**config.mk**
```make
export PLATFORM = sky130hd
export DESIGN_NAME = rbb_merge_flat
export DESIGN_NICKNAME = d
export VERILOG_FILES = /design/src/hw/rtl/rbb_pkg.sv /design/src/hw/rtl/rbb_if.sv /design/src/hw/rtl/rbb_merge.sv /design/src/flat_wrapper.sv
export SDC_FILE = /design/constraint.sdc
export NUM_CORES = 1
export LEC_CHECK = 0
export BUFFER_PORTS_ARGS = -buffer_cell sky130_fd_sc_hd__clkbuf_2
export CORE_MARGIN = 10
export CORE_UTILIZATION = 37
export CTS_CLUSTER_SIZE = 20
export DETAILED_ROUTE_END_ITERATION = 7
export PLACE_DENSITY_LB_ADDON = 0.25
export SLEW_MARGIN = 20
export SYNTH_ARGS = -nofsm -noshare
export SYNTH_HDL_FRONTEND = slang
export SYNTH_SLANG_ARGS = --single-unit
```
**constraint.sdc**
```tcl
create_clock -name clock -period 2.37 [get_ports clock]
set_input_delay 0.474 -clock clock [delete_from_list [all_inputs] [get_ports clock]]
set_output_delay 0.474 -clock clock [all_outputs]
set_load 0.02 [all_outputs]
```
**src/hw/rtl/rbb_pkg.sv**
```systemverilog
`default_nettype none

package rbb_pkg;

   localparam int CHAN_W      = 8;
   localparam int CSR_DATA_W  = 11;
   localparam int CSR_INDEX_W = 1;

   localparam logic [CSR_INDEX_W-1:0] CSR_IMAGE_WIDTH  = 1'd0;
   localparam logic [CSR_INDEX_W-1:0] CSR_IMAGE_HEIGHT = 1'd1;

   // 3x3 window: columns left/center/right, rows top/middle/bottom
   localparam int TAP_COLS = 3;
   localparam int TAP_ROWS = 3;

   // nine 8-bit terms fit in 12 bits (max 2295)
   localparam int SUM_W = 12;

   // floor(x / 9) = (x * 7282) >> 16, exact for x <= 2295
   localparam int               DIV9_SHIFT = 16;
   localparam int               DIV9_MUL_W = 13;
   localparam logic [DIV9_MUL_W-1:0] DIV9_MUL = 13'd7282;

   typedef enum logic {
      KIND_PIXEL = 1'b0,
      KIND_FLUSH = 1'b1
   } kind_type;

   typedef struct packed {
      logic [CHAN_W-1:0] red;
      logic [CHAN_W-1:0] green;
      logic [CHAN_W-1:0] blue;
   } pixel_type;

   // one line buffer entry: the two rows above the incoming pixel
   typedef struct packed {
      pixel_type upper;
      pixel_type middle;
   } line_type;

   typedef logic [TAP_COLS-1:0][TAP_ROWS-1:0][CHAN_W-1:0] lane_taps_type;

   typedef struct packed {
      logic valid;
      logic frame_end;
   } ctl_type;

endpackage

`default_nettype wire

```
**src/hw/rtl/rbb_if.sv**
```systemverilog
`default_nettype none


interface rbb_rsp_if;
   logic                        valid;
   logic                        ready;
   logic [rbb_pkg::CHAN_W-1:0]  red_out;
   logic [rbb_pkg::CHAN_W-1:0]  green_out;
   logic [rbb_pkg::CHAN_W-1:0]  blue_out;
   logic                        frame_end;

   modport source (output valid, red_out, green_out, blue_out, frame_end, input ready);
   modport sink   (input valid, red_out, green_out, blue_out, frame_end, output ready);
endinterface

`default_nettype wire

```
**src/hw/rtl/rbb_merge.sv**
```systemverilog
`default_nettype none

module rbb_merge (
   input  wire logic                clock,
   input  wire logic                reset,
   input  wire rbb_pkg::ctl_type    ctl,
   input  wire rbb_pkg::pixel_type  avg,
   output logic                     take,
   rbb_rsp_if.source                rsp_bus
);

   logic               out_valid_ff;
   logic               out_valid_in;
   rbb_pkg::pixel_type avg_ff;
   logic               frame_end_ff;

   assign take         = !out_valid_ff || rsp_bus.ready;
   assign out_valid_in = take ? ctl.valid : out_valid_ff;

   always_ff @(posedge clock) begin
      if (reset) begin
         out_valid_ff <= 1'b0;
      end else begin
         out_valid_ff <= out_valid_in;
      end
   end

   always_ff @(posedge clock) begin
      if (take && ctl.valid) begin
         avg_ff       <= avg;
         frame_end_ff <= ctl.frame_end;
      end
   end

   assign rsp_bus.valid     = out_valid_ff;
   assign rsp_bus.red_out   = avg_ff.red;
   assign rsp_bus.green_out = avg_ff.green;
   assign rsp_bus.blue_out  = avg_ff.blue;
   assign rsp_bus.frame_end = frame_end_ff;

endmodule

`default_nettype wire

```
**src/flat_wrapper.sv**
```systemverilog
// flat-port wrapper written by rule: the top's interface ports become plain ports
module rbb_merge_flat 
  (clock, reset, ctl, avg, take, rsp_bus_valid, rsp_bus_red_out, rsp_bus_green_out, rsp_bus_blue_out, rsp_bus_frame_end, rsp_bus_ready);
  rbb_rsp_if rsp_bus_i ();
  input  wire logic clock;
  input  wire logic reset;
  input  wire rbb_pkg::ctl_type ctl;
  input  wire rbb_pkg::pixel_type avg;
  output logic take;
  output wire logic [$bits(rsp_bus_i.valid)-1:0] rsp_bus_valid;
  output wire logic [$bits(rsp_bus_i.red_out)-1:0] rsp_bus_red_out;
  output wire logic [$bits(rsp_bus_i.green_out)-1:0] rsp_bus_green_out;
  output wire logic [$bits(rsp_bus_i.blue_out)-1:0] rsp_bus_blue_out;
  output wire logic [$bits(rsp_bus_i.frame_end)-1:0] rsp_bus_frame_end;
  input wire logic [$bits(rsp_bus_i.ready)-1:0] rsp_bus_ready;
  assign rsp_bus_valid = rsp_bus_i.valid;
  assign rsp_bus_red_out = rsp_bus_i.red_out;
  assign rsp_bus_green_out = rsp_bus_i.green_out;
  assign rsp_bus_blue_out = rsp_bus_i.blue_out;
  assign rsp_bus_frame_end = rsp_bus_i.frame_end;
  assign rsp_bus_i.ready = rsp_bus_ready;
  rbb_merge u_core (.clock(clock), .reset(reset), .ctl(ctl), .avg(avg), .take(take), .rsp_bus(rsp_bus_i));
endmodule
```
==> flow_metrics.py <==
metrics = {
    "cells_and_area": {
        "syn2layout_area_growth_pct": 44.9,
        "fillerInstances": 169,
        "drive_above_1_share_pct": 69.7,
        "diodes": 0,
        "fin_cells": 116,
        "ff_latch_area_um2": 771,
        "fin_nets": 119,
        "multi_input_area_um2": 31.3,
    },
    "yosys": {
        "yosys.cell_types.count": 6,
        "synth_async_sr_flop_share_pct": 0,
        "synth_compound_area_share_pct": 1.09,
        "synth_xor_area_share_pct": 0,
        "synthTopCellsByArea": "edfxtp_1 (93%), dfxtp_1 (2.5%), nand2b_4 (1.7%)",
        "avgSynthCellArea_um2": 26.9,
        "synth_edf_count": 25,
        "syn-cell-area_um2": 806,
        "synth_most_common_cell": "edfxtp_1",
        "synthesis.nets": 59,
        "synth_top_family_by_area": "simple AND/OR/NAND/NOR gates",
        "synth_warnings": 0,
        "synthFlopType": "edfxtp_1",
        "muxShareOfSynthArea_pct": 0,
        "synth_top_area_share_pct": 93.2,
        "synthAdderAreaFrac_pct": 0,
        "ys_seq_area_share_pct": 95.7,
        "synth_seq_cells": 26,
        "synth-simple-area-share_pct": 2.80,
        "synth_cells": 30,
        "synth_area_leader_cell": "edfxtp_1",
    },
    "critical_path": {
        "worstReg2RegStart": "u_core.rsp_bus.valid",
        "cp-start-kind": "flop",
        "reg2regPathDepth": 2,
        "path_class": "reg2out",
        "required_ns": 1.90,
        "worstPathArrival_ns": 0.94,
        "crit_start": "u_core.rsp_bus.valid",
        "cp_max_fo": 3,
        "end_kind": "output port",
    },
    "route": {
        "avgRoutedWirePerCell_um": 14.4,
        "vias_per_cell": 3.92,
        "num_vias": 455,
        "post-route-drc-count": 0,
        "wl_um": 1670,
        "first_pass_iters": 2,
        "drt_iter0_drc": 3,
        "ant_nets": 0,
    },
    "hold_path": {
        "hold_depth": 2,
        "hp-start": "reset",
        "min_path_type": "in2reg",
    },
    "clock_network": {
        "cts_buffers": 3,
        "cts_sinks": 26,
        "cts_hold_repair.buffers": 0,
        "cts-root-buf": "clkbuf_4",
        "htreeDepth": 1,
        "cts_resized": 0,
        "post_cts_buffers": 0,
        "cts_tree": "built",
        "clk_pin_slew_worst_paths_ns": 0.13,
        "cts_buffer_depth": 2,
        "clk_latency_ns": 0.30,
    },
    "global_routing": {
        "antenna_found_initial": 0,
        "grt_overflow": 0,
        "grt_pass1_vias": 545,
        "grtUsageTotal_pct": 7.55,
        "grt_pass1_wl_um": 2610,
        "grt_max_degree": 26,
    },
    "timing": {
        "period_share_pct": 59.5,
        "fin_ws_ns": 0.960,
        "setup_viol": 0,
        "slew_violations": 0,
        "skew_ns": 0.00357,
        "rsz0062_at_grt": "no",
        "fmax_mhz": 709,
        "worst_slew_pin_slew_ns": 0.299,
        "timing.final.crit_period_ns": 1.41,
        "hold_viol": 0,
        "slew_headroom_pct": 80.0,
        "tns_ns": 0,
        "whs_ns": 0.314,
    },
    "power": {
        "p_leak_nw": 0.525,
        "power_density_mw_per_mm2": 792,
        "ir_worst_vdd_uv": 430,
    },
    "placed_design": {
        "dp_cells": 112,
        "port_buffers": 55,
        "place.gp.congestion": 0.673,
        "dp_worst_setup_slack_ns": 1.01,
    },
    "run": {
        "maxCapViolCount": 0,
    },
    "floorplan": {
        "dieArea_mm2": 0.00444,
        "die_h_um": 66.7,
        "core_mm2": 0.00202,
        "initial_utilization_pct": 39.9,
        "rows": 16,
        "die-width_um": 66.7,
        "io_pins": 56,
    },
    "outcome": {
        "status": "complete, no violations",
    },
}
-- power breakdown --
| part | switching, mW | total [mW] | internal [mW] |
|---|---|---|---|
| combinational | 0.0609 | 0.0969 | 0.0361 |
| clock | 0.115 | 0.286 | 0.171 |
| sequential | 0.00697 | 0.542 | 0.535 |
-- registers in the layout (all words and copies together) (netlist names) --
register                  count
u_core.rsp_bus.valid          1
u_core.rsp_bus.blue_out       8
u_core.rsp_bus.frame_end      1
u_core.rsp_bus.green_out      8
u_core.rsp_bus.red_out        8
-- layout make-up --
class	instances	share of cell area [%]
inverters	1	0.322
clock buffers	3	1.93
repair buffers	55	23.6
multi-input cells	3	2.68
flip-flops and latches	26	66.0
clock inverters	1	2.57
well taps	27	2.89
-- layer usage --
metal / routed length [um] / global-route usage [%] / vias up
li1: - / - / 232
met1: 492 / 7.14 / 196
met2: 949 / 13.6 / 27
met3: 231 / 4.01 / 0
met4: 0 / 2.36 / 0
met5: 0 / 0 / -
-- worst paths after layout --
check        slack, ns                           to
min               0.31         u_core.rsp_bus.valid
max reg2reg       1.27  u_core.rsp_bus.green_out[0]
max               0.96                         take
min reg2reg       0.52         u_core.rsp_bus.valid
-- metrics by stage --
| stage | util [%] | power (mW) | area, um2 |
|---|---|---|---|
| after floorplan | - | 0.601 | 806 |
| after global placement | 55.1 | 0.650 | 1110 |
| after detailed placement | 55.1 | 0.652 | 1110 |
| after CTS | 57.7 | 0.939 | 1170 |
| after global routing | 57.7 | 0.969 | 1170 |
| final | 57.7 | 0.924 | 1170 |
-- placed cells by master, fill, tap and decap left out --
| cell type | count |
|---|---|
| clkbuf_4 | 3 |
| a21oi_2 | 1 |
| edfxtp_1 | 25 |
| bufinv_16 | 1 |
| dfxtp_1 | 1 |
| and2_4 | 1 |
| inv_1 | 1 |
| clkbuf_2 | 55 |
| nand2b_4 | 1 |
-- logic make-up after synthesis --
| family | count (synthesis) |
|---|---|
| buf+inv | 1 |
| compound gates | 1 |
| simple gates | 2 |
| flops | 26 |
-- critical path, stage by stage, from the launching register on --
cell and delay (ns):
dfxtp_1 0.40, nand2b_4 0.08, clkbuf_2 0.15
Power figures use the tool's default switching activity.
