**src/hw/rtl/rbb_pkg.sv**
```systemverilog
`default_nettype none

package rbb_pkg;

   localparam int CHAN_W      = 8;
   localparam int CSR_DATA_W  = 11;
   localparam int CSR_INDEX_W = 1;

   localparam logic [CSR_INDEX_W-1:0] CSR_IMAGE_WIDTH  = 1'd0;
   localparam logic [CSR_INDEX_W-1:0] CSR_IMAGE_HEIGHT = 1'd1;

   // 3x3 window: columns left/center/right, rows top/middle/bottom
   localparam int TAP_COLS = 3;
   localparam int TAP_ROWS = 3;

   // nine 8-bit terms fit in 12 bits (max 2295)
   localparam int SUM_W = 12;

   // floor(x / 9) = (x * 7282) >> 16, exact for x <= 2295
   localparam int               DIV9_SHIFT = 16;
   localparam int               DIV9_MUL_W = 13;
   localparam logic [DIV9_MUL_W-1:0] DIV9_MUL = 13'd7282;

   typedef enum logic {
      KIND_PIXEL = 1'b0,
      KIND_FLUSH = 1'b1
   } kind_type;

   typedef struct packed {
      logic [CHAN_W-1:0] red;
      logic [CHAN_W-1:0] green;
      logic [CHAN_W-1:0] blue;
   } pixel_type;

   // one line buffer entry: the two rows above the incoming pixel
   typedef struct packed {
      pixel_type upper;
      pixel_type middle;
   } line_type;

   typedef logic [TAP_COLS-1:0][TAP_ROWS-1:0][CHAN_W-1:0] lane_taps_type;

   typedef struct packed {
      logic valid;
      logic frame_end;
   } ctl_type;

endpackage

`default_nettype wire

```
**src/hw/rtl/rbb_lane.sv**
```systemverilog
`default_nettype none

module rbb_lane (
   input  wire logic                        clock,
   input  wire logic                        load,
   input  wire rbb_pkg::lane_taps_type      taps,
   output logic [rbb_pkg::CHAN_W-1:0]       quotient
);

   localparam int COL_SUM_W = 10;
   localparam int PROD_W    = rbb_pkg::DIV9_SHIFT + rbb_pkg::CHAN_W;

   logic [COL_SUM_W-1:0]       col_sum [rbb_pkg::TAP_COLS];
   logic [rbb_pkg::SUM_W-1:0]  sum_in;
   logic [rbb_pkg::SUM_W-1:0]  sum_ff;
   logic [PROD_W-1:0]          product;

   always_comb begin
      for (int i = 0; i < rbb_pkg::TAP_COLS; i++) begin
         col_sum[i] = COL_SUM_W'(taps[i][0]) + COL_SUM_W'(taps[i][1])
                    + COL_SUM_W'(taps[i][2]);
      end
   end

   assign sum_in = rbb_pkg::SUM_W'(col_sum[0]) + rbb_pkg::SUM_W'(col_sum[1])
                 + rbb_pkg::SUM_W'(col_sum[2]);

   always_ff @(posedge clock) begin
      if (load) begin
         sum_ff <= sum_in;
      end
   end

   // divide by 9: reciprocal multiply, product stays below 2^24
   assign product  = PROD_W'(sum_ff) * PROD_W'(rbb_pkg::DIV9_MUL);
   assign quotient = product[rbb_pkg::DIV9_SHIFT +: rbb_pkg::CHAN_W];

endmodule

`default_nettype wire

```
**config.mk**
```make
export PLATFORM = sky130hd
export DESIGN_NAME = rbb_lane
export DESIGN_NICKNAME = d
export VERILOG_FILES = /design/src/hw/rtl/rbb_pkg.sv /design/src/hw/rtl/rbb_lane.sv
export SDC_FILE = /design/constraint.sdc
export NUM_CORES = 1
export LEC_CHECK = 0
export BUFFER_PORTS_ARGS = -buffer_cell sky130_fd_sc_hd__clkbuf_2
export CORE_MARGIN = 4
export CORE_UTILIZATION = 41
export DETAILED_ROUTE_END_ITERATION = 8
export GPL_TIMING_DRIVEN = 0
export PLACE_DENSITY = 0.67
export SLEW_MARGIN = 10
export SYNTH_ARGS = -nofsm -noshare
export SYNTH_HDL_FRONTEND = slang
export SYNTH_SLANG_ARGS = --single-unit
```
**constraint.sdc**
```tcl
create_clock -name clock -period 6.55 [get_ports clock]
set_input_delay 1.31 -clock clock [delete_from_list [all_inputs] [get_ports clock]]
set_output_delay 1.31 -clock clock [all_outputs]
set_load 0.01 [all_outputs]
```
==> reports/qor.csv, run 1 <==
metric,value,unit
status,"complete, no violations",
Tmin final,6.37,ns
GRT overflow,0,
Starting Density,42.2,%
max-cap violations,0,
CTS Buffer Depth,2,
Worst Hold Path EP,sum_ff[1]$_DFFE_PP_,
CP cell instances,fa_1 -> ha_1 -> inv_1 -> fa_1 -> inv_1 -> fa_1 -> inv_1 -> fa_1 -> inv_1 -> ha_1 -> a21oi_1 -> o21ai_0 -> a21oi_1 -> o21ai_1 -> a2111o_1 -> o2111ai_1 -> buf_4 -> clkbuf_2,
core area,9820,um2
Die X,109,um
final setup vio count,0,
die extent in y,109,um
global-route wire length before repair,12.3,mm
max reg flops,12,
"Seq/Total Area, Yosys",8.69,%
Residual DRC,0,
Critical Path Source Type,register,
# IOs,82,
worst slew pin tran,0.490,ns
endpoint class of the critical path,output port,
Post-Syn Area,4150,um2
DR WL/cell,11.3,um
Synth top cells by count,"123 x inv_1, 83 x fa_1, 80 x ha_1",
Final ANT Viol Nets,0,
initial DRC count,58,
IO buf count,81,
DRT Pass-1 Iters,4,
critical path type,register to output port,
share of cells above drive strength 1,20.7,%
Hold Path Class,input port to register,
detailed placer's ending HPWL,6.74,mm
fin. max-slew vios,0,
Max Clock Freq,157,MHz
gpl congestion,0.867,
crit path DAT,5.06,ns
TritonCTS clock tree,done,
CTS Buf Count,3,
cell taking the most area after synthesis,fa_1,
GRT Util Overall,12.8,%
share of the synthesized area in the top cell type,40.1,%
Mapped Cells,402,
Syn. warnings,0,
Top delay family on crit path,adder cells,
Final Hold Viols,0,
via count,2870,
Fillers,936,
Worst slew margin,66.9,%
asr flop ratio synth,0,%
hold_ws,1.52,ns
H-tree Lvls,1,
Hold Path Stages,1,
Syn Nets,639,
largest fanout on the critical path,4,
row cnt,36,
number of global-route vias before repair,2966,
top-count cell post-synth,inv_1,
final clock period utilization by the worst path,97.2,%
largest net degree at the start of global routing,13,
CTS sink cnt,12,
P&R area growth vs syn,16.1,%
"top cells by area, synth","fa_1 40%, ha_1 24%, inv_1 11%",
fin nets,730,
vias per cell,4.59,
initial antenna violation count,0,
"Primary FF master, synth",edfxtp_1,
Avg Synthesized Cell Area,10.3,um2
CTS Root Cell,clkbuf_8,
Largest regs,sum_ff x12,
"Most flops, register",sum_ff,
# diodes,0,
Bufs and invs on worst path,6,
Final Non-Filler Cells,625,
Worst Path Required,5.24,ns
Inst Count DP,616,
hold wc startpoint,load,
clock transition at the registers of the reported paths,0.05,ns
Die ar.,11800,um2
"Slowest-stage cell, CP",fa_1,
Post-Route WL,7.04,mm
Yosys reg bits,12,
Post-synth EDFFs,12,
crit-path max cell delay,0.53,ns
Synth cell types,32,
how the worst max path moves through the flow:
stage / start / endpoint / depth (start not counted)
5_1_grt: sum_ff[3]$_DFFE_PP_ / quotient[5] / 20
3_3_place_gp: sum_ff[3]$_DFFE_PP_ / quotient[2] / 20
6_report: sum_ff[6]$_DFFE_PP_ / quotient[5] / 18
4_1_cts: sum_ff[7]$_DFFE_PP_ / quotient[2] / 18
3_5_place_dp: sum_ff[3]$_DFFE_PP_ / quotient[2] / 20
2_1_floorplan: sum_ff[3]$_DFFE_PP_ / quotient[2] / 19
layout by cell type (no fill, tap or decap), types with 2 or more instances in the layout:
cell	count
edfxtp_1	12
nand2_1	9
clkbuf_8	3
a21oi_1	15
ha_1	79
a21o_1	3
xnor2_1	13
nor3_1	3
nand4_1	4
o21ai_0	9
xor2_1	4
nor2b_1	3
a21boi_0	2
a211oi_1	2
fa_1	83
inv_1	122
nor2_1	12
buf_4	13
o211ai_1	2
clkbuf_2	81
per-stage QoR:
step	cell area (um2)	TNS [ns]	util [%]	setup slack, ns
after floorplan	4150	0	-	0.594
after global placement	4720	0	48.0	0.282
after detailed placement	4720	0	48.0	0.246
after CTS	4770	0	48.6	0.0441
after global routing	4810	-0.0261	49.0	-0.0261
final	4810	0	49.0	0.183
layout make-up:
cell class	count	area (um2)	area share, %
Buffer	9	63.8	1.33
Clock buffer	3	41.3	0.858
Clock inverter	1	3.75	0.0780
Inverter	123	462	9.59
Multi-Input combinational cell	258	3270	68.0
Sequential cell	12	360	7.49
Tap cell	133	166	3.46
Timing Repair Buffer	86	443	9.20
per-layer routing:
layer	GRT usage, %	up-vias	wire length, um
li1	-	1426	-
met1	17.6	1399	3010
met3	2.09	4	208
met4	1.71	0	23
met5	0	-	0
met2	21.9	41	3800
kinds of logic (layout without fill, tap and decap cells):
group	Yosys count	in the layout	share of synthesized area [%]
buffers and inverters	132	222	12.7
AOI/OAI and AO/OA	45	45	7.15
adders and majority gates	163	163	64.2
and+or+nand+nor	33	33	3.65
xor gates and xnor gates	17	17	3.59
DFF	12	12	8.69
what timing repair did:
action	4_1_cts	5_1_grt
pin swaps	0	3
setup buffers	1	4
endpoints found under the setup margin	2	4
resized for setup	1	2
hold buffers	0	0
Power of run 1 is left out: the tool's default activity adds up to more than one toggle a clock period on the data nets, which glitch-free logic cannot reach.
==> inputs of run 2 (changes only) <==
--- a/config.mk
+++ b/config.mk
@@ -7,2 +7,3 @@
 export LEC_CHECK = 0
+export ABC_AREA = 1
 export BUFFER_PORTS_ARGS = -buffer_cell sky130_fd_sc_hd__clkbuf_2
@@ -10,2 +11,3 @@
 export CORE_UTILIZATION = 41
+export CTS_BUF_LIST = sky130_fd_sc_hd__clkbuf_16
 export DETAILED_ROUTE_END_ITERATION = 8
==> constraint.sdc (replaced) <==
create_clock -name clock -period 6.55 [get_ports clock]
set_input_delay 1.6375 -clock clock [delete_from_list [all_inputs] [get_ports clock]]
set_output_delay 1.6375 -clock clock [all_outputs]
set_load 0.01 [all_outputs]
==> run 2 against run 1 <==
Compared with the run above: first-iteration DRC count grew 71%; synthesized cell count increased by 25%; cell area grew 7.8%; critical path type unchanged; critical endpoint is now quotient[7]; sequential cell count did not move; via count grew 17%.
==> reports/qor.csv, run 2 <==
metric,value,unit,change
TritonCTS clock tree,done,,unchanged
core area,10500,um2,was 9820 um2
crit path DAT,4.65,ns,was 5.06 ns
Hold Path Class,input port to register,,unchanged
CTS sink cnt,12,,unchanged
Post-Route WL,8.32,mm,was 7.04 mm
Residual DRC,0,,unchanged
fin. max-slew vios,0,,unchanged
Critical Path Source Type,register,,unchanged
hold_ws,1.85,ns,was 1.52 ns
final setup vio count,0,,unchanged
Max Clock Freq,159,MHz,was 157 MHz
share of the synthesized area in the top cell type,37.0,%,was 40.1%
unrepaired setup endpoints after global routing,false,,
"Worst Setup Slack, final",0.263,ns,was 0.183 ns
endpoint class of the critical path,output port,,unchanged
Bufs and invs on worst path,8,,was 6
Post-Syn Area,4490,um2,was 4150 um2
start point of the critical path,sum_ff[3]$_DFFE_PP_,,was sum_ff[6]$_DFFE_PP_
fin nets,829,,was 730
detailed placer's ending HPWL,8.09,mm,was 6.74 mm
GRT overflow,0,,unchanged
CTS Buffer Depth,2,,unchanged
"Slowest-stage cell, CP",fa_1,,unchanged
Syn Nets,741,,was 639
# IOs,82,,unchanged
crit-path max cell delay,0.54,ns,was 0.53 ns
asr flop ratio synth,0,%,unchanged
final clock period utilization by the worst path,96.0,%,was 97.2%
Worst slew margin,79.0,%,was 66.9%
vias per cell,4.60,,was 4.59
CP cell instances,inv_1 -> fa_1 -> inv_1 -> ha_1 -> inv_1 -> fa_1 -> inv_1 -> fa_1 -> inv_1 -> fa_1 -> inv_1 -> ha_4 -> nand2_1 -> nor2_1 -> nand4_1 -> nand3_1 -> nand2_1 -> nand2_1 -> buf_4 -> clkbuf_2,,was fa_1 -> ha_1 -> inv_1 -> fa_1 -> inv_1 -> fa_1 -> inv_1 -> fa_1 -> inv_1 -> ha_1 -> a21oi_1 -> o21ai_0 -> a21oi_1 -> o21ai_1 -> a2111o_1 -> o2111ai_1 -> buf_4 -> clkbuf_2
"leading cell type in the layout, fill and taps excluded",inv_1,,unchanged
Place WS,0.344,ns,was 0.246 ns
Tmin final,6.29,ns,was 6.37 ns
Die X,113,um,was 109 um
top-count cell post-synth,inv_1,,unchanged
Worst Path Required,4.91,ns,was 5.24 ns
"most used cell, CP",inv_1,,
setup TNS,0,ns,unchanged
initial DRC count,99,,was 58
Yosys reg bits,12,,unchanged
Avg Synthesized Cell Area,8.91,um2,was 10.3 um2
DR WL/cell,11.4,um,was 11.3 um
Mapped Cells,504,,was 402
gpl congestion,0.874,,was 0.867
share of cells above drive strength 1,18.8,%,was 20.7%
most frequent cells in the layout,"146 x inv_1, 83 x fa_1, 81 x clkbuf_2",,"was 122 x inv_1, 83 x fa_1, 81 x clkbuf_2"
cell taking the most area after synthesis,fa_1,,unchanged
worst slew pin tran,0.316,ns,was 0.490 ns
"Primary FF master, synth",edfxtp_1,,unchanged
global-route wire length before repair,14.5,mm,was 12.3 mm
GRT Util Overall,13.6,%,was 12.8%
Top delay family on crit path,adder cells,,unchanged
H-tree Lvls,1,,unchanged
Synth top cells by count,"146 x inv_1, 83 x fa_1, 81 x nand2_1",,"was 123 x inv_1, 83 x fa_1, 80 x ha_1"
initial antenna violation count,0,,unchanged
largest net degree at the start of global routing,13,,unchanged
Synth cell types,29,,was 32
Largest regs,sum_ff x12,,unchanged
number of global-route vias before repair,3452,,was 2966
# diodes,0,,unchanged
P&R area growth vs syn,15.5,%,was 16.1%
status,"complete, no violations",,unchanged
"top cells by area, synth","fa_1 37%, ha_1 22%, inv_1 12%",,"was fa_1 40%, ha_1 24%, inv_1 11%"
Post-synth EDFFs,12,,unchanged
Starting Density,42.8,%,was 42.2%
critical path type,register to output port,,unchanged
row cnt,37,,was 36
largest fanout on the critical path,4,,unchanged
Syn. warnings,0,,unchanged
CTS Buf Count,3,,unchanged
IO buf count,81,,unchanged
hold buffers post-CTS,0,,unchanged
max reg flops,12,,unchanged
Final ANT Viol Nets,0,,unchanged
"Seq/Total Area, Yosys",8.02,%,was 8.69%
DRT Pass-1 Iters,4,,unchanged
max-cap violations,0,,unchanged
Die ar.,12700,um2,was 11800 um2
die extent in y,113,um,was 109 um
hold wc startpoint,load,,unchanged
CTS Root Cell,clkbuf_16,,was clkbuf_8
"Most flops, register",sum_ff,,unchanged
via count,3346,,was 2870
clock transition at the registers of the reported paths,0.04,ns,was 0.05 ns
Final Hold Viols,0,,unchanged
==> run 2: metrics by stage <==
| stage | cell area (um2) | utilization [%] | std cells |
|---|---|---|---|
| 6_report | 5190 | 49.4 | 727 |
| 5_1_grt | 5190 | 49.4 | 727 |
| 4_1_cts | 5150 | 49.0 | 725 |
| 3_5_place_dp | 5070 | 48.2 | 721 |
| 3_3_place_gp | 5070 | 48.2 | 721 |
| 2_1_floorplan | 4490 | - | 504 |
==> run 2: timing repair <==
item	CTS	global route
gates resized for setup	0	5
setup buffers	0	2
setup endpoints to repair	0	6
==> run 2: final cells by class <==
| class | count | area [um2] |
|---|---|---|
| fillers | 976 | 5320 |
| plain buffers | 8 | 60.1 |
| inverters | 148 | 556 |
| clock buffers | 3 | 75.1 |
| flip-flops and latches | 12 | 360 |
| clock inverters | 1 | 3.75 |
| multi-input cells | 336 | 3540 |
| repair buffers | 83 | 420 |
| well taps | 136 | 170 |
==> run 2: path summary, 6_finish.rpt <==
check	to	slack, ns	depth (start not counted)
setup / recovery	quotient[7]	0.26	20
hold / removal	sum_ff[11]$_DFFE_PP_	1.85	1
==> run 2: cell families (layout without fill, tap and decap cells) <==
group           Yosys count  count (layout)  synth area share [%]
fa+ha+maj               163             163                  59.3
buf+inv                 156             243                  13.7
simple gates            131             131                  12.7
compound gates           32              32                  4.37
flops                    12              12                  8.02
xor+xnor                 10              10                  1.95
==> run 2: metal layers <==
layer,share of wire [%],vias to the layer above,global-route usage [%]
met5,0,-,0
met4,0,0,0.481
met3,5.3,0,2.32
met2,52,62,24.3
met1,43,1591,18.1
li1,-,1693,-
Power of run 2 is left out for the same reason.
